$ cat src/hw/rtl/mcic_pkg.sv
`timescale 1ns / 1ps
`default_nettype none
// ----------------------------------------------------------------------------
// mcic_pkg
// Shared types, codes and constants of the irrigation controller core.
// ----------------------------------------------------------------------------
package mcic_pkg;

  localparam int CHANNELS_DEF = 5;
  localparam int WINDOW_DEF   = 15;

  localparam logic [9:0] WET_RAW_RST  = 10'd920;
  localparam logic [9:0] DRY_RAW_RST  = 10'd175;
  localparam logic [7:0] COOLDOWN_RST = 8'd30;
  localparam logic [3:0] LIMIT_RST    = 4'd5;
  localparam logic [9:0] MOIST_RST    = 10'd50;
  localparam logic [6:0] THR_RST      = 7'd20;
  localparam logic [7:0] RUN_RST      = 8'd5;

  localparam int          RESULT_CAP = 5;
  localparam logic [16:0] PCT_SCALE  = 17'd100;
  localparam logic [16:0] PCT_MAX    = 17'd100;
  localparam logic [15:0] SECS_MAX   = 16'hFFFF;

  // Divider geometry: dividend holds |raw - wet| * 100, divisor holds |dry - wet|.
  localparam int DVW = 17;
  localparam int DSW = 10;

  typedef enum logic [2:0] {
    REQ_TICK   = 3'd0,
    REQ_SAMPLE = 3'd1,
    REQ_CHECK  = 3'd2,
    REQ_SET    = 3'd3,
    REQ_PUMP   = 3'd4
  } req_t;

  typedef enum logic [2:0] {
    EV_NONE    = 3'd0,
    EV_MOIST   = 3'd1,
    EV_RAW     = 3'd2,
    EV_STARTED = 3'd3,
    EV_LIMIT   = 3'd4,
    EV_STOPPED = 3'd5
  } ev_t;

  typedef enum logic [1:0] {
    CFG_WET      = 2'd0,
    CFG_DRY      = 2'd1,
    CFG_COOLDOWN = 2'd2,
    CFG_LIMIT    = 2'd3
  } cfg_idx_t;

  typedef enum logic [3:0] {
    OP_NONE,
    OP_LATCH,
    OP_TICK_INC,
    OP_STOP,
    OP_MANUAL_START,
    OP_SET,
    OP_DIV_SAMPLE,
    OP_OOR,
    OP_WIN_WRITE,
    OP_SUM_STEP,
    OP_DIV_AVG,
    OP_AVG_STORE,
    OP_SCAN_INIT,
    OP_SCAN_STEP,
    OP_FINISH
  } op_t;

  typedef enum logic [3:0] {
    S_IDLE,
    S_DECODE,
    S_TICK_CHK,
    S_STOP,
    S_MANUAL,
    S_DIV_S,
    S_OOR,
    S_SUM,
    S_DIV_A,
    S_AVG_STORE,
    S_SCAN,
    S_FINISH
  } state_t;

  typedef struct packed {
    op_t op;
  } dp_cmd_t;

  typedef struct packed {
    logic [2:0] req;
    logic       ch_ok;
    logic       pump;
    logic       chk_ok;
    logic       den_zero;
    logic       div_done;
    logic       q_ok;
    logic       sum_done;
    logic       tick_stop;
    logic       scan_last;
    logic       out_free;
    logic       cmd_on;
  } dp_stat_t;

  // Remainder of a small value by a small count, by repeated subtraction.
  function automatic logic [2:0] mod_small(logic [2:0] v, int n);
    logic [3:0] r;
    r = {1'b0, v};
    for (int k = 0; k < 8; k++) begin
      if (r >= 4'(n)) begin
        r = r - 4'(n);
      end
    end
    return r[2:0];
  endfunction

endpackage
`default_nettype wire

$ cat src/hw/rtl/mcic_if.sv
`timescale 1ns / 1ps
`default_nettype none
// ----------------------------------------------------------------------------
// mcic_in_if / mcic_out_if
// Valid/ready channels for request words and result words.
// ----------------------------------------------------------------------------
interface mcic_in_if;
  logic       valid;
  logic       ready;
  logic [2:0] req_type;
  logic [2:0] channel;
  logic [9:0] raw_reading;
  logic [2:0] start_channel;
  logic [6:0] low_threshold;
  logic [7:0] run_seconds;
  logic       pump_cmd;

  modport source (output valid, req_type, channel, raw_reading, start_channel,
                  low_threshold, run_seconds, pump_cmd, input ready);
  modport sink (input valid, req_type, channel, raw_reading, start_channel,
                low_threshold, run_seconds, pump_cmd, output ready);
endinterface

interface mcic_out_if #(parameter int CH = 5);
  logic          valid;
  logic          ready;
  logic [2:0]    event_res;
  logic [2:0]    event_channel;
  logic [9:0]    moisture_value;
  logic [CH-1:0] relay_mask;
  logic          pumping;
  logic          last;

  modport source (output valid, event_res, event_channel, moisture_value,
                  relay_mask, pumping, last, input ready);
  modport sink (input valid, event_res, event_channel, moisture_value,
                relay_mask, pumping, last, output ready);
endinterface
`default_nettype wire

$ cat src/hw/rtl/multi_channel_irrigation_controller_core.sv
`timescale 1ns / 1ps
`default_nettype none
// ----------------------------------------------------------------------------
// multi_channel_irrigation_controller_core
// Moisture averaging, pump timing and schedule scan for several channels.
// ----------------------------------------------------------------------------
// Channel | Dir | Handshake   | Word
// in_ch   | in  | valid/ready | request: tick, sample, check, set, pump
// out_ch  | out | valid/ready | event result, last flag ends a request
// cfg_*   | in  | write only  | calibration, cooldown, attempt limit
//
// One request at a time. An in-range sample runs the 17-step serial divider
// for the calibration mapping and then sweeps the window through the
// single-port read of the window memory. Synchronous active-low reset; no
// clearing pass, window entries carry valid bits. A stalled output holds the
// sequencer before each further result word.
// ----------------------------------------------------------------------------
module multi_channel_irrigation_controller_core #(
  parameter int CHANNELS = mcic_pkg::CHANNELS_DEF,
  parameter int WINDOW   = mcic_pkg::WINDOW_DEF
) (
  input  wire logic       clk,
  input  wire logic       rst_n,
  mcic_in_if.sink         in_ch,
  mcic_out_if.source      out_ch,
  input  wire logic       cfg_we,
  input  wire logic [1:0] cfg_idx,
  input  wire logic [9:0] cfg_wdata
);
  import mcic_pkg::*;

  dp_cmd_t  cmd;
  dp_stat_t stat;

  mcic_ctrl u_ctrl (
    .clk      (clk),
    .rst_n    (rst_n),
    .in_valid (in_ch.valid),
    .in_ready (in_ch.ready),
    .stat     (stat),
    .cmd      (cmd)
  );

  mcic_dp #(
    .CHANNELS (CHANNELS),
    .WINDOW   (WINDOW)
  ) u_dp (
    .clk                (clk),
    .rst_n              (rst_n),
    .cmd                (cmd),
    .stat               (stat),
    .in_req_type        (in_ch.req_type),
    .in_channel         (in_ch.channel),
    .in_raw_reading     (in_ch.raw_reading),
    .in_start_channel   (in_ch.start_channel),
    .in_low_threshold   (in_ch.low_threshold),
    .in_run_seconds     (in_ch.run_seconds),
    .in_pump_cmd        (in_ch.pump_cmd),
    .cfg_we             (cfg_we),
    .cfg_idx            (cfg_idx),
    .cfg_wdata          (cfg_wdata),
    .out_valid          (out_ch.valid),
    .out_ready          (out_ch.ready),
    .out_event_res      (out_ch.event_res),
    .out_event_channel  (out_ch.event_channel),
    .out_moisture_value (out_ch.moisture_value),
    .out_relay_mask     (out_ch.relay_mask),
    .out_pumping        (out_ch.pumping),
    .out_last           (out_ch.last)
  );

endmodule
`default_nettype wire

$ cat src/hw/rtl/mcic_ctrl.sv
`timescale 1ns / 1ps
`default_nettype none
// ----------------------------------------------------------------------------
// mcic_ctrl
// Sequencer: decodes each request word and steps the datapath through it.
// ----------------------------------------------------------------------------
module mcic_ctrl (
  input  wire logic              clk,
  input  wire logic              rst_n,
  input  wire logic              in_valid,
  output logic                   in_ready,
  input  wire mcic_pkg::dp_stat_t stat,
  output mcic_pkg::dp_cmd_t      cmd
);
  import mcic_pkg::*;

  state_t state_r, state_nxt;

  always_ff @(posedge clk) begin
    if (!rst_n) begin
      state_r <= S_IDLE;
    end else begin
      state_r <= state_nxt;
    end
  end

  always_comb begin
    state_nxt = state_r;
    cmd.op    = OP_NONE;
    in_ready  = 1'b0;
    unique case (state_r)
      S_IDLE: begin
        in_ready = 1'b1;
        if (in_valid) begin
          cmd.op    = OP_LATCH;
          state_nxt = S_DECODE;
        end
      end
      S_DECODE: begin
        state_nxt = S_FINISH;
        unique case (stat.req)
          REQ_TICK: begin
            cmd.op    = OP_TICK_INC;
            state_nxt = S_TICK_CHK;
          end
          REQ_SAMPLE: begin
            if (stat.ch_ok && !stat.pump) begin
              if (stat.den_zero) begin
                state_nxt = S_OOR;
              end else begin
                cmd.op    = OP_DIV_SAMPLE;
                state_nxt = S_DIV_S;
              end
            end
          end
          REQ_CHECK: begin
            if (stat.chk_ok) begin
              cmd.op    = OP_SCAN_INIT;
              state_nxt = S_SCAN;
            end
          end
          REQ_SET: begin
            if (stat.ch_ok) begin
              cmd.op = OP_SET;
            end
          end
          REQ_PUMP: begin
            if (!stat.cmd_on) begin
              state_nxt = S_STOP;
            end else if (stat.ch_ok) begin
              state_nxt = S_MANUAL;
            end
          end
          default: state_nxt = S_FINISH;
        endcase
      end
      S_TICK_CHK: begin
        state_nxt = stat.tick_stop ? S_STOP : S_FINISH;
      end
      S_STOP: begin
        if (stat.out_free) begin
          cmd.op    = OP_STOP;
          state_nxt = S_FINISH;
        end
      end
      S_MANUAL: begin
        if (stat.out_free) begin
          cmd.op    = OP_MANUAL_START;
          state_nxt = S_FINISH;
        end
      end
      S_DIV_S: begin
        if (stat.div_done) begin
          if (stat.q_ok) begin
            cmd.op    = OP_WIN_WRITE;
            state_nxt = S_SUM;
          end else begin
            state_nxt = S_OOR;
          end
        end
      end
      S_OOR: begin
        if (stat.out_free) begin
          cmd.op    = OP_OOR;
          state_nxt = S_FINISH;
        end
      end
      S_SUM: begin
        if (stat.sum_done) begin
          cmd.op    = OP_DIV_AVG;
          state_nxt = S_DIV_A;
        end else begin
          cmd.op = OP_SUM_STEP;
        end
      end
      S_DIV_A: begin
        if (stat.div_done) begin
          state_nxt = S_AVG_STORE;
        end
      end
      S_AVG_STORE: begin
        if (stat.out_free) begin
          cmd.op    = OP_AVG_STORE;
          state_nxt = S_FINISH;
        end
      end
      S_SCAN: begin
        if (stat.out_free) begin
          cmd.op = OP_SCAN_STEP;
          if (stat.scan_last) begin
            state_nxt = S_FINISH;
          end
        end
      end
      S_FINISH: begin
        if (stat.out_free) begin
          cmd.op    = OP_FINISH;
          state_nxt = S_IDLE;
        end
      end
      default: state_nxt = S_IDLE;
    endcase
  end

endmodule
`default_nettype wire

$ cat src/hw/rtl/mcic_dp.sv
`timescale 1ns / 1ps
`default_nettype none
// ----------------------------------------------------------------------------
// mcic_dp
// Datapath: channel state, averaging window memory, serial divider, result
// staging and the output register.
// ----------------------------------------------------------------------------
module mcic_dp #(
  parameter int CHANNELS = mcic_pkg::CHANNELS_DEF,
  parameter int WINDOW   = mcic_pkg::WINDOW_DEF
) (
  input  wire logic               clk,
  input  wire logic               rst_n,
  input  wire mcic_pkg::dp_cmd_t  cmd,
  output mcic_pkg::dp_stat_t      stat,
  input  wire logic [2:0]         in_req_type,
  input  wire logic [2:0]         in_channel,
  input  wire logic [9:0]         in_raw_reading,
  input  wire logic [2:0]         in_start_channel,
  input  wire logic [6:0]         in_low_threshold,
  input  wire logic [7:0]         in_run_seconds,
  input  wire logic               in_pump_cmd,
  input  wire logic               cfg_we,
  input  wire logic [1:0]         cfg_idx,
  input  wire logic [9:0]         cfg_wdata,
  output logic                    out_valid,
  input  wire logic               out_ready,
  output logic [2:0]              out_event_res,
  output logic [2:0]              out_event_channel,
  output logic [9:0]              out_moisture_value,
  output logic [CHANNELS-1:0]     out_relay_mask,
  output logic                    out_pumping,
  output logic                    out_last
);
  import mcic_pkg::*;

  localparam int CW    = (CHANNELS > 1) ? $clog2(CHANNELS) : 1;
  localparam int PW    = (WINDOW > 1) ? $clog2(WINDOW) : 1;
  localparam int SCW   = $clog2(WINDOW + 1);
  localparam int DEPTH = CHANNELS * WINDOW;
  localparam int AW    = (DEPTH > 1) ? $clog2(DEPTH) : 1;
  localparam int SW    = $clog2(WINDOW * 100 + 1);

  // The window mean is the sum times a scaled reciprocal of WINDOW. With 20
  // fraction bits the rounding error stays far below 1/WINDOW for any sum.
  localparam int RK  = 20;
  localparam int MW  = RK + 1;
  localparam int PRW = RK + SW + 1;
  localparam logic [MW-1:0] AVG_MUL = MW'((1 << RK) / WINDOW + 1);

  // Configuration.
  logic [9:0] wet_r, dry_r;
  logic [7:0] cool_r;
  logic [3:0] limit_r;

  // Latched request word.
  logic [2:0] req_r, ch_r, start_r;
  logic [9:0] raw_r;
  logic [6:0] thr_in_r;
  logic [7:0] run_in_r;
  logic       cmd_r;

  // Channel state.
  logic [9:0]          moist_r [CHANNELS];
  logic [6:0]          thr_r   [CHANNELS];
  logic [7:0]          run_r   [CHANNELS];
  logic [4:0]          cnt_r   [CHANNELS];
  logic [PW-1:0]       ptr_r   [CHANNELS];
  logic [CHANNELS-1:0] relay_r;
  logic                pump_r;
  logic [CW-1:0]       active_r;
  logic [15:0]         secs_r;
  logic [CW-1:0]       sel_r;
  logic [CW-1:0]       scan_j_r;

  // Window memory and its per-entry valid bits.
  logic [6:0]       win_mem [DEPTH];
  logic [DEPTH-1:0] win_vld_r;
  logic [6:0]       rdata_r;
  logic             rvld_r;
  logic [SCW-1:0]   scnt_r;
  logic             rdv_r;
  logic [SW-1:0]    sum_r;

  // Serial divider.
  logic [DVW-1:0] dvd_r;
  logic [DSW-1:0] dsr_r;
  logic [DSW-1:0] rem_r;
  logic           neg_r;
  logic           div_busy_r;
  logic [4:0]     div_cnt_r;

  // Result staging.
  logic                pend_v_r;
  logic [2:0]          pend_ev_r, pend_ch_r;
  logic [9:0]          pend_val_r;
  logic [CHANNELS-1:0] pend_relay_r;
  logic                pend_pump_r;
  logic [2:0]          ev_cnt_r;
  logic                out_v_r;

  // ------------------------------------------------------------------
  // Combinational datapath.
  // ------------------------------------------------------------------
  logic [9:0]          cur_m;
  logic [6:0]          cur_t;
  logic [4:0]          cur_a;
  logic                at_limit, try_start, do_start, wet_ok;
  logic [CHANNELS-1:0] relay_nxt;
  logic                pump_nxt;
  logic                rec_v;
  logic [2:0]          rec_ev, rec_ch;
  logic [9:0]          rec_val;
  logic                moist_we, cnt_we;
  logic [9:0]          moist_nxt;
  logic [4:0]          cnt_nxt;
  logic [10:0]         diff, dend;
  logic [9:0]          abs_diff, abs_den;
  logic [DVW-1:0]      num_mag;
  logic [DSW:0]        trial;
  logic [AW-1:0]       base, waddr, raddr;
  logic                rd_issue, out_free, record;
  logic [PRW-1:0]      avg_prod;

  assign cur_m     = moist_r[sel_r];
  assign cur_t     = thr_r[sel_r];
  assign cur_a     = cnt_r[sel_r];
  assign at_limit  = cur_a >= {1'b0, limit_r};
  assign wet_ok    = cur_m >= {3'b0, cur_t};
  assign try_start = !wet_ok && (cur_a <= {1'b0, limit_r});
  assign do_start  = (cmd.op == OP_MANUAL_START) || ((cmd.op == OP_SCAN_STEP) && try_start);

  assign diff     = {1'b0, raw_r} - {1'b0, wet_r};
  assign dend     = {1'b0, dry_r} - {1'b0, wet_r};
  assign abs_diff = diff[10] ? 10'(-diff) : diff[9:0];
  assign abs_den  = dend[10] ? 10'(-dend) : dend[9:0];
  assign num_mag  = {7'd0, abs_diff} * PCT_SCALE;
  assign trial    = {rem_r, dvd_r[DVW-1]};
  assign avg_prod = PRW'(sum_r) * PRW'(AVG_MUL);

  assign base     = AW'(sel_r) * AW'(WINDOW);
  assign waddr    = base + AW'(ptr_r[sel_r]);
  assign raddr    = base + AW'(scnt_r);
  assign rd_issue = (cmd.op == OP_SUM_STEP) && (scnt_r < SCW'(WINDOW));

  assign out_free = !out_v_r || out_ready;

  always_comb begin
    relay_nxt = relay_r;
    pump_nxt  = pump_r;
    rec_v     = 1'b0;
    rec_ev    = EV_NONE;
    rec_ch    = 3'(sel_r);
    rec_val   = cur_m;
    moist_we  = 1'b0;
    moist_nxt = cur_m;
    cnt_we    = 1'b0;
    cnt_nxt   = cur_a;
    case (cmd.op)
      OP_STOP: begin
        relay_nxt = '0;
        pump_nxt  = 1'b0;
        rec_v     = 1'b1;
        rec_ev    = EV_STOPPED;
        rec_ch    = 3'(active_r);
        rec_val   = '0;
      end
      OP_OOR: begin
        moist_we  = 1'b1;
        moist_nxt = raw_r;
        rec_v     = 1'b1;
        rec_ev    = EV_RAW;
        rec_val   = raw_r;
      end
      OP_AVG_STORE: begin
        moist_we  = 1'b1;
        moist_nxt = dvd_r[9:0];
        rec_v     = 1'b1;
        rec_ev    = EV_MOIST;
        rec_val   = dvd_r[9:0];
      end
      OP_SCAN_STEP: begin
        if (try_start) begin
          cnt_we  = 1'b1;
          cnt_nxt = cur_a + 5'd1;
        end
        if (wet_ok) begin
          cnt_we  = 1'b1;
          cnt_nxt = '0;
        end
      end
      default: ;
    endcase
    if (do_start) begin
      rec_v = 1'b1;
      if (at_limit) begin
        rec_ev = EV_LIMIT;
      end else begin
        relay_nxt = relay_r | (CHANNELS'(1) << sel_r);
        pump_nxt  = 1'b1;
        rec_ev    = EV_STARTED;
      end
    end
  end

  assign record = rec_v && (ev_cnt_r < 3'(RESULT_CAP));

  // ------------------------------------------------------------------
  // Configuration and request latch.
  // ------------------------------------------------------------------
  always_ff @(posedge clk) begin
    if (!rst_n) begin
      wet_r   <= WET_RAW_RST;
      dry_r   <= DRY_RAW_RST;
      cool_r  <= COOLDOWN_RST;
      limit_r <= LIMIT_RST;
    end else if (cfg_we) begin
      unique case (cfg_idx)
        CFG_WET:      wet_r   <= cfg_wdata;
        CFG_DRY:      dry_r   <= cfg_wdata;
        CFG_COOLDOWN: cool_r  <= cfg_wdata[7:0];
        CFG_LIMIT:    limit_r <= cfg_wdata[3:0];
        default: ;
      endcase
    end
  end

  always_ff @(posedge clk) begin
    if (cmd.op == OP_LATCH) begin
      req_r    <= in_req_type;
      ch_r     <= in_channel;
      raw_r    <= in_raw_reading;
      start_r  <= in_start_channel;
      thr_in_r <= in_low_threshold;
      run_in_r <= in_run_seconds;
      cmd_r    <= in_pump_cmd;
    end
  end

  // ------------------------------------------------------------------
  // Channel and pump state.
  // ------------------------------------------------------------------
  always_ff @(posedge clk) begin
    if (!rst_n) begin
      for (int i = 0; i < CHANNELS; i++) begin
        moist_r[i] <= MOIST_RST;
        thr_r[i]   <= THR_RST;
        run_r[i]   <= RUN_RST;
        cnt_r[i]   <= '0;
        ptr_r[i]   <= '0;
      end
      relay_r  <= '0;
      pump_r   <= 1'b0;
      active_r <= '0;
      secs_r   <= '0;
      sel_r    <= '0;
      scan_j_r <= '0;
    end else begin
      relay_r <= relay_nxt;
      pump_r  <= pump_nxt;
      if (moist_we) begin
        moist_r[sel_r] <= moist_nxt;
      end
      if (cnt_we) begin
        cnt_r[sel_r] <= cnt_nxt;
      end
      if (do_start && !at_limit) begin
        active_r <= sel_r;
        secs_r   <= '0;
      end
      case (cmd.op)
        OP_LATCH: begin
          sel_r <= (in_req_type == REQ_TICK) ? active_r : CW'(in_channel);
        end
        OP_TICK_INC: begin
          if (secs_r != SECS_MAX) begin
            secs_r <= secs_r + 16'd1;
          end
        end
        OP_SET: begin
          thr_r[sel_r] <= thr_in_r;
          run_r[sel_r] <= run_in_r;
          cnt_r[sel_r] <= '0;
        end
        OP_AVG_STORE: begin
          ptr_r[sel_r] <= (ptr_r[sel_r] == PW'(WINDOW - 1)) ? '0 : ptr_r[sel_r] + PW'(1);
        end
        OP_SCAN_INIT: begin
          sel_r    <= CW'(mod_small(start_r, CHANNELS));
          scan_j_r <= '0;
        end
        OP_SCAN_STEP: begin
          sel_r    <= (sel_r == CW'(CHANNELS - 1)) ? '0 : sel_r + CW'(1);
          scan_j_r <= scan_j_r + CW'(1);
        end
        default: ;
      endcase
    end
  end

  // ------------------------------------------------------------------
  // Window memory: one write, one registered read per cycle.
  // ------------------------------------------------------------------
  always_ff @(posedge clk) begin
    if (cmd.op == OP_WIN_WRITE) begin
      win_mem[waddr] <= dvd_r[6:0];
    end
    rdata_r <= win_mem[raddr];
  end

  always_ff @(posedge clk) begin
    if (!rst_n) begin
      win_vld_r <= '0;
      rvld_r    <= 1'b0;
      scnt_r    <= '0;
      rdv_r     <= 1'b0;
      sum_r     <= '0;
    end else begin
      rvld_r <= win_vld_r[raddr];
      if (cmd.op == OP_WIN_WRITE) begin
        win_vld_r[waddr] <= 1'b1;
        scnt_r           <= '0;
        rdv_r            <= 1'b0;
        sum_r            <= '0;
      end else if (cmd.op == OP_SUM_STEP) begin
        rdv_r <= rd_issue;
        if (rd_issue) begin
          scnt_r <= scnt_r + SCW'(1);
        end
        if (rdv_r && rvld_r) begin
          sum_r <= sum_r + SW'(rdata_r);
        end
      end
    end
  end

  // ------------------------------------------------------------------
  // Restoring divider for the calibration mapping, one quotient bit per
  // cycle. The window mean is loaded in one step from the reciprocal
  // product and leaves the divider idle.
  // ------------------------------------------------------------------
  always_ff @(posedge clk) begin
    if (!rst_n) begin
      div_busy_r <= 1'b0;
      div_cnt_r  <= '0;
    end else if (cmd.op == OP_DIV_SAMPLE) begin
      div_busy_r <= 1'b1;
      div_cnt_r  <= 5'(DVW);
    end else if (div_busy_r) begin
      div_cnt_r <= div_cnt_r - 5'd1;
      if (div_cnt_r == 5'd1) begin
        div_busy_r <= 1'b0;
      end
    end
  end

  always_ff @(posedge clk) begin
    if (cmd.op == OP_DIV_SAMPLE) begin
      dvd_r <= num_mag;
      dsr_r <= abs_den;
      rem_r <= '0;
      neg_r <= diff[10] ^ dend[10];
    end else if (cmd.op == OP_DIV_AVG) begin
      dvd_r <= DVW'(avg_prod[RK +: SW]);
      neg_r <= 1'b0;
    end else if (div_busy_r) begin
      if (trial >= {1'b0, dsr_r}) begin
        rem_r <= DSW'(trial - {1'b0, dsr_r});
        dvd_r <= {dvd_r[DVW-2:0], 1'b1};
      end else begin
        rem_r <= trial[DSW-1:0];
        dvd_r <= {dvd_r[DVW-2:0], 1'b0};
      end
    end
  end

  // ------------------------------------------------------------------
  // Result staging: the newest event waits in a pending slot so that the
  // final word of a request can carry the last flag.
  // ------------------------------------------------------------------
  always_ff @(posedge clk) begin
    if (!rst_n) begin
      pend_v_r <= 1'b0;
      ev_cnt_r <= '0;
      out_v_r  <= 1'b0;
    end else begin
      if (out_ready) begin
        out_v_r <= 1'b0;
      end
      if (cmd.op == OP_FINISH) begin
        out_v_r  <= 1'b1;
        pend_v_r <= 1'b0;
        ev_cnt_r <= '0;
      end else if (record) begin
        if (pend_v_r) begin
          out_v_r <= 1'b1;
        end
        pend_v_r <= 1'b1;
        ev_cnt_r <= ev_cnt_r + 3'd1;
      end
    end
  end

  always_ff @(posedge clk) begin
    if (record) begin
      pend_ev_r    <= rec_ev;
      pend_ch_r    <= rec_ch;
      pend_val_r   <= rec_val;
      pend_relay_r <= relay_nxt;
      pend_pump_r  <= pump_nxt;
    end
    if (cmd.op == OP_FINISH) begin
      out_last <= 1'b1;
      if (pend_v_r) begin
        out_event_res      <= pend_ev_r;
        out_event_channel  <= pend_ch_r;
        out_moisture_value <= pend_val_r;
        out_relay_mask     <= pend_relay_r;
        out_pumping        <= pend_pump_r;
      end else begin
        out_event_res      <= EV_NONE;
        out_event_channel  <= '0;
        out_moisture_value <= '0;
        out_relay_mask     <= relay_r;
        out_pumping        <= pump_r;
      end
    end else if (record && pend_v_r) begin
      out_last           <= 1'b0;
      out_event_res      <= pend_ev_r;
      out_event_channel  <= pend_ch_r;
      out_moisture_value <= pend_val_r;
      out_relay_mask     <= pend_relay_r;
      out_pumping        <= pend_pump_r;
    end
  end

  assign out_valid = out_v_r;

  // ------------------------------------------------------------------
  // Status to the sequencer.
  // ------------------------------------------------------------------
  assign stat.req       = req_r;
  assign stat.ch_ok     = {1'b0, ch_r} < 4'(CHANNELS);
  assign stat.pump      = pump_r;
  assign stat.chk_ok    = !pump_r && (secs_r >= {8'd0, cool_r});
  assign stat.den_zero  = (wet_r == dry_r);
  assign stat.div_done  = !div_busy_r;
  assign stat.q_ok      = (dvd_r <= PCT_MAX) && (!neg_r || dvd_r == '0);
  assign stat.sum_done  = (scnt_r == SCW'(WINDOW)) && !rdv_r;
  assign stat.tick_stop = pump_r && (secs_r >= {8'd0, run_r[sel_r]});
  assign stat.scan_last = (scan_j_r == CW'(CHANNELS - 1));
  assign stat.out_free  = out_free;
  assign stat.cmd_on    = cmd_r;

`ifndef SYNTHESIS
  a_ev_cap: assert property (@(posedge clk) disable iff (!rst_n)
    ev_cnt_r <= 3'(RESULT_CAP))
    else $error("event count beyond result cap");
  a_pend_cnt: assert property (@(posedge clk) disable iff (!rst_n)
    pend_v_r |-> (ev_cnt_r != 3'd0))
    else $error("pending event without count");
  a_relay_pump: assert property (@(posedge clk) disable iff (!rst_n)
    (relay_r != '0) == pump_r)
    else $error("relay mask and pump flag disagree");
  a_finish_clear: assert property (@(posedge clk) disable iff (!rst_n)
    (cmd.op == OP_FINISH) |=> (!pend_v_r && out_v_r))
    else $error("final word not staged");
`endif

endmodule
`default_nettype wire
$ cat src/flat_wrapper.sv
// flat-port wrapper written by rule: the top's interface ports become plain ports
module multi_channel_irrigation_controller_core_flat import mcic_pkg::*;
#(
  parameter int CHANNELS = mcic_pkg::CHANNELS_DEF,
  parameter int WINDOW   = mcic_pkg::WINDOW_DEF
)
  (clk, rst_n, cfg_we, cfg_idx, cfg_wdata, in_ch_valid, in_ch_req_type, in_ch_channel, in_ch_raw_reading, in_ch_start_channel, in_ch_low_threshold, in_ch_run_seconds, in_ch_pump_cmd, in_ch_ready, out_ch_valid, out_ch_event_res, out_ch_event_channel, out_ch_moisture_value, out_ch_relay_mask, out_ch_pumping, out_ch_last, out_ch_ready);
  mcic_in_if in_ch_i ();
  mcic_out_if out_ch_i ();
  input  wire logic clk;
  input  wire logic rst_n;
  input  wire logic cfg_we;
  input  wire logic [1:0] cfg_idx;
  input  wire logic [9:0] cfg_wdata;
  input wire logic [$bits(in_ch_i.valid)-1:0] in_ch_valid;
  input wire logic [$bits(in_ch_i.req_type)-1:0] in_ch_req_type;
  input wire logic [$bits(in_ch_i.channel)-1:0] in_ch_channel;
  input wire logic [$bits(in_ch_i.raw_reading)-1:0] in_ch_raw_reading;
  input wire logic [$bits(in_ch_i.start_channel)-1:0] in_ch_start_channel;
  input wire logic [$bits(in_ch_i.low_threshold)-1:0] in_ch_low_threshold;
  input wire logic [$bits(in_ch_i.run_seconds)-1:0] in_ch_run_seconds;
  input wire logic [$bits(in_ch_i.pump_cmd)-1:0] in_ch_pump_cmd;
  output wire logic [$bits(in_ch_i.ready)-1:0] in_ch_ready;
  output wire logic [$bits(out_ch_i.valid)-1:0] out_ch_valid;
  output wire logic [$bits(out_ch_i.event_res)-1:0] out_ch_event_res;
  output wire logic [$bits(out_ch_i.event_channel)-1:0] out_ch_event_channel;
  output wire logic [$bits(out_ch_i.moisture_value)-1:0] out_ch_moisture_value;
  output wire logic [$bits(out_ch_i.relay_mask)-1:0] out_ch_relay_mask;
  output wire logic [$bits(out_ch_i.pumping)-1:0] out_ch_pumping;
  output wire logic [$bits(out_ch_i.last)-1:0] out_ch_last;
  input wire logic [$bits(out_ch_i.ready)-1:0] out_ch_ready;
  assign in_ch_i.valid = in_ch_valid;
  assign in_ch_i.req_type = in_ch_req_type;
  assign in_ch_i.channel = in_ch_channel;
  assign in_ch_i.raw_reading = in_ch_raw_reading;
  assign in_ch_i.start_channel = in_ch_start_channel;
  assign in_ch_i.low_threshold = in_ch_low_threshold;
  assign in_ch_i.run_seconds = in_ch_run_seconds;
  assign in_ch_i.pump_cmd = in_ch_pump_cmd;
  assign in_ch_ready = in_ch_i.ready;
  assign out_ch_valid = out_ch_i.valid;
  assign out_ch_event_res = out_ch_i.event_res;
  assign out_ch_event_channel = out_ch_i.event_channel;
  assign out_ch_moisture_value = out_ch_i.moisture_value;
  assign out_ch_relay_mask = out_ch_i.relay_mask;
  assign out_ch_pumping = out_ch_i.pumping;
  assign out_ch_last = out_ch_i.last;
  assign out_ch_i.ready = out_ch_ready;
  multi_channel_irrigation_controller_core #(.CHANNELS(CHANNELS), .WINDOW(WINDOW)) u_core (.clk(clk), .rst_n(rst_n), .in_ch(in_ch_i), .out_ch(out_ch_i), .cfg_we(cfg_we), .cfg_idx(cfg_idx), .cfg_wdata(cfg_wdata));
endmodule
$ cat config.mk
export PLATFORM = sky130hd
export DESIGN_NAME = multi_channel_irrigation_controller_core_flat
export DESIGN_NICKNAME = d
export VERILOG_FILES = /design/src/hw/rtl/mcic_pkg.sv /design/src/hw/rtl/mcic_if.sv /design/src/hw/rtl/multi_channel_irrigation_controller_core.sv /design/src/hw/rtl/mcic_ctrl.sv /design/src/hw/rtl/mcic_dp.sv /design/src/flat_wrapper.sv
export SDC_FILE = /design/constraint.sdc
export NUM_CORES = 2
export LEC_CHECK = 0
export ABC_AREA = 1
export BUFFER_PORTS_ARGS = -buffer_cell sky130_fd_sc_hd__buf_2
export CAP_MARGIN = 40
export CORE_MARGIN = 3
export CORE_UTILIZATION = 54
export CTS_CLUSTER_SIZE = 40
export DETAILED_ROUTE_END_ITERATION = 7
export HOLD_SLACK_MARGIN = 0.1
export PLACE_DENSITY = 0.72
export SLEW_MARGIN = 0
export SYNTH_ARGS = -nofsm -noshare
export SYNTH_HDL_FRONTEND = slang
export SYNTH_SLANG_ARGS = --single-unit
$ cat constraint.sdc
create_clock -name clk -period 11.8 [get_ports clk]
set_clock_uncertainty 0.2 [all_clocks]
set_input_delay 0.59 -clock clk [delete_from_list [all_inputs] [get_ports clk]]
set_output_delay 0.59 -clock clk [all_outputs]
set_load 0.1 [all_outputs]
==> impl_metrics.toml <==
[die]
fp.dieW_microns = 311
core_area_sq_mm = 0.0919
fp.dieH_microns = 311
die-area_sq_mm = 0.0966
placementRows = 111
ios = 77
initial_utilization_pct = 54.6

[route]
wirelength_microns = 127000
drt-initial-drc-count = 4129
vias = 36700
ant_nets = 0
drt-vias-per-instance = 5.85
wl_per_cell_microns = 20.2
drcViolationCount = 0
first_pass_iters = 5

[power_and_ir_drop]
switchingPower_mw = 6.73
power.internal_mw = 8.61
power_density_mw_per_mm2 = 274
switching_share_pct = 43.9
p_leak_nw = 21.2
pwr-share-clk_pct = 22.7
seqPwrFrac_pct = 30.3
peakVddDrop_uv = 409
combPwrFrac_pct = 47.0

[sta]
finalCritPeriodShare_pct = 57.1
relSlewSlack_pct = 35.6
timing.fmax_mhz = 148
setup_violations = 0
worst_slack_ns = 5.06
rsz0062_at_grt = "no"
post-route-min-period_ns = 6.74
timing.final.hold_violations = 0
finalMaxSlewViolations = 0
worst_pin_slew_ns = 0.966
finalHoldWorstSlack_ns = 0.164
setup_tns_ns = 0

[synth]
yosys_warnings = 0
async_flop_share_pct = 0
yosys.area_share.adder_pct = 5.66
yosys-top-cells-area = "edfxtp_1, dfxtp_1, nor2_1"
synth_edf_count = 902
synth_top_family_by_area = "simple AND/OR/NAND/NOR gates"
synth.lib_cells_used.distinct = 58
synthMuxAreaShare_pct = 0.127
synthCells = 4856
synth-compound-area-share_pct = 12.3
ys_seq_elements = 1095
ys_top_cells_by_count = "nor2_1, edfxtp_1, o21ai_0"
synth_top_area_share_pct = 54.0
yosys.area_share.simple_pct = 14.2
synth_ff_type = "edfxtp_1"
synth_nets = 5120
yosysMostFrequentCell = "nor2_1"
synth_xor_area_share_pct = 1.19
syn_avg_cell_area_sq_um = 10.3
netlist_area_sq_mm = 0.0502
ys_seq_area_share_pct = 61.7
yosysTopAreaCell = "edfxtp_1"

[critical_path]
cp.required_ns = 12.02
worst-path-buf-inv = 10
crit_path_start_kind = "register"
cp_top_family = "adder cells"
slowest_delay_ns = 0.53
cp.arrival_ns = 6.96
path_max_fanout = 10
critPathKind = "register to register"
path_depth = 43
slowest_stage = "a21oi_1"
crit_path_end_kind = "register"
rr_worst_depth = 43

[min_path]
hold_depth = 5
hold_class = "primary input to register"

[global_routing]
grt_max_degree = 173
first_global_vias = 35000
grt_pass1_wl_microns = 196000
overflow = 0
track_usage_pct = 25.6
grt_antenna_before_repair = 1

[clocking]
cts.sinks = 1095
cts_tree = "yes"
root_buffer = "clkbuf_16"
cts_made_buffers = 109
cts.clk_slew.worst_paths_ns = 0.06
clkLatencyLatePin_ns = 0.70
cts.path.max_buffers = 3
cts_max_level = 3
post-cts-setup-buffers = 0

[finish]
fin_area_sq_mm = 0.0560
area_growth_pct = 11.7
drive_above_1_share_pct = 7.47
nFillCells = 7244
num-nets-final = 5190

[place]
gp_congestion = 0.930
place_area_sq_mm = 0.0520
post-dp-hpwl_microns = 79300
post-place-ws_ns = 5.16
port_buffers = 76

[job]
max_cap_violations = 0

[run_status]
status = "finished, final reports clean"
==> layout by cell type, fill, tap and decap left out, drive strengths merged, types with 7 or more instances in the layout <==
cell type / n
a211oi: 13
a21oi: 176
a31oi: 10
buf: 131
bufinv: 10
clkbuf: 133
clkinv: 64
dfxtp: 193
dlygate4sd3: 47
edfxtp: 902
fa: 25
ha: 187
inv: 422
nand2: 549
nand3: 144
nand3b: 9
nand4: 21
nor2: 983
nor3: 33
nor4: 12
o211ai: 30
o21ai: 551
o21bai: 7
o221ai: 95
o22ai: 126
o311ai: 16
o31ai: 11
or2: 8
xnor2: 21
xor2: 47
==> routing by layer <==
metal | track usage (%) | part of all wire, % | up-vias
li1 | - | - | 17100
met1 | 36.5 | 42 | 17600
met2 | 39.9 | 46 | 1680
met3 | 4.87 | 9.4 | 246
met4 | 8.25 | 2.8 | 0
met5 | 0 | 0 | -
==> through the flow <==
| stage | power, mW | util [%] | std cells |
|---|---|---|---|
| floorplan | 9.52 | - | 4856 |
| global placement | 11.6 | 56.2 | 5992 |
| detailed placement | 11.8 | 56.5 | 6010 |
| CTS | 15.3 | 60.9 | 6262 |
| global route | 16.3 | 61.0 | 6263 |
| finish | 15.3 | 61.0 | 6264 |
==> registers in the layout (all words and copies together) (netlist names), 10 cells and up, named ones only <==
register / cells
u_core.u_dp.win_mem: 525
u_core.u_dp.dsr_r: 10
u_core.u_dp.out_moisture_value: 10
u_core.u_dp.ptr_r: 32
u_core.u_dp.sum_r: 11
u_core.u_dp.cnt_r: 40
u_core.u_dp.run_r: 64
u_core.u_dp.pend_val_r: 10
u_core.u_dp.raw_r: 10
u_core.u_dp.rem_r: 10
u_core.u_dp.dry_r: 10
u_core.u_dp.win_vld_r: 75
u_core.u_dp.secs_r: 16
u_core.u_dp.dvd_r: 17
u_core.u_dp.thr_r: 56
u_core.u_dp.wet_r: 10
u_core.u_dp.moist_r: 80
==> repair_timing <==
action                    4_1_cts  5_1_grt
hold endpoints to repair       67        0
resized for setup               0        0
hold buffers                   47        0
==> power groups by stage <==
stage | Clock (mW) | Combinational (mW) | Sequential, mW
2_1_floorplan | 0 | 4.77 | 4.75
5_1_grt | 3.67 | 7.98 | 4.67
4_1_cts | 3.52 | 7.11 | 4.65
3_5_place_dp | 0 | 7.05 | 4.73
6_report | 3.49 | 7.21 | 4.65
3_3_place_gp | 0 | 6.87 | 4.73
==> cell type report <==
cell class	instances	area [sq um]	share of cell area, %
clock inverter	72	692	1.23
antenna	1	2.50	0.00447
inverter	428	1620	2.90
tap	1243	1560	2.78
timing repair buffer	178	1460	2.61
multi-input combinational	3114	16800	30.0
sequential	1095	31000	55.2
clock buffer	133	2920	5.21
==> worst register-to-register path, delay by kind of cell (launching register included) <==
kind	cells	cell delay (ns)
XOR/XNOR	2	0.32
flip-flops	1	0.35
adder cells (fa/ha/maj)	6	1.97
AO/OA/AOI/OAI	8	1.45
buffers and inverters	10	0.72
AND/OR/NAND/NOR	17	1.44
==> kinds of logic (layout without fill, tap and decap cells) <==
logic type,after synthesis,in the layout
other,0,1
and+or+nand+nor,1765,1765
DFF,1095,1095
AOI/OAI and AO/OA,1063,1063
adders and majority gates,212,212
muxes,6,6
xor gates and xnor gates,68,68
buffers and inverters,647,811
==> path summary, 6_finish.rpt <==
path,from,end,slack (ns)
setup / recovery,u_core.u_dp.raw_r[0],u_core.u_dp.dvd_r[16],5.06
hold reg to reg,u_core.u_dp.out_last,u_core.u_dp.out_last,0.26
setup reg to reg,u_core.u_dp.raw_r[0],u_core.u_dp.dvd_r[16],5.06
hold / removal,cfg_we,u_core.u_dp.cool_r[4],0.16
No activity file was read; power rests on OpenSTA's default activity.
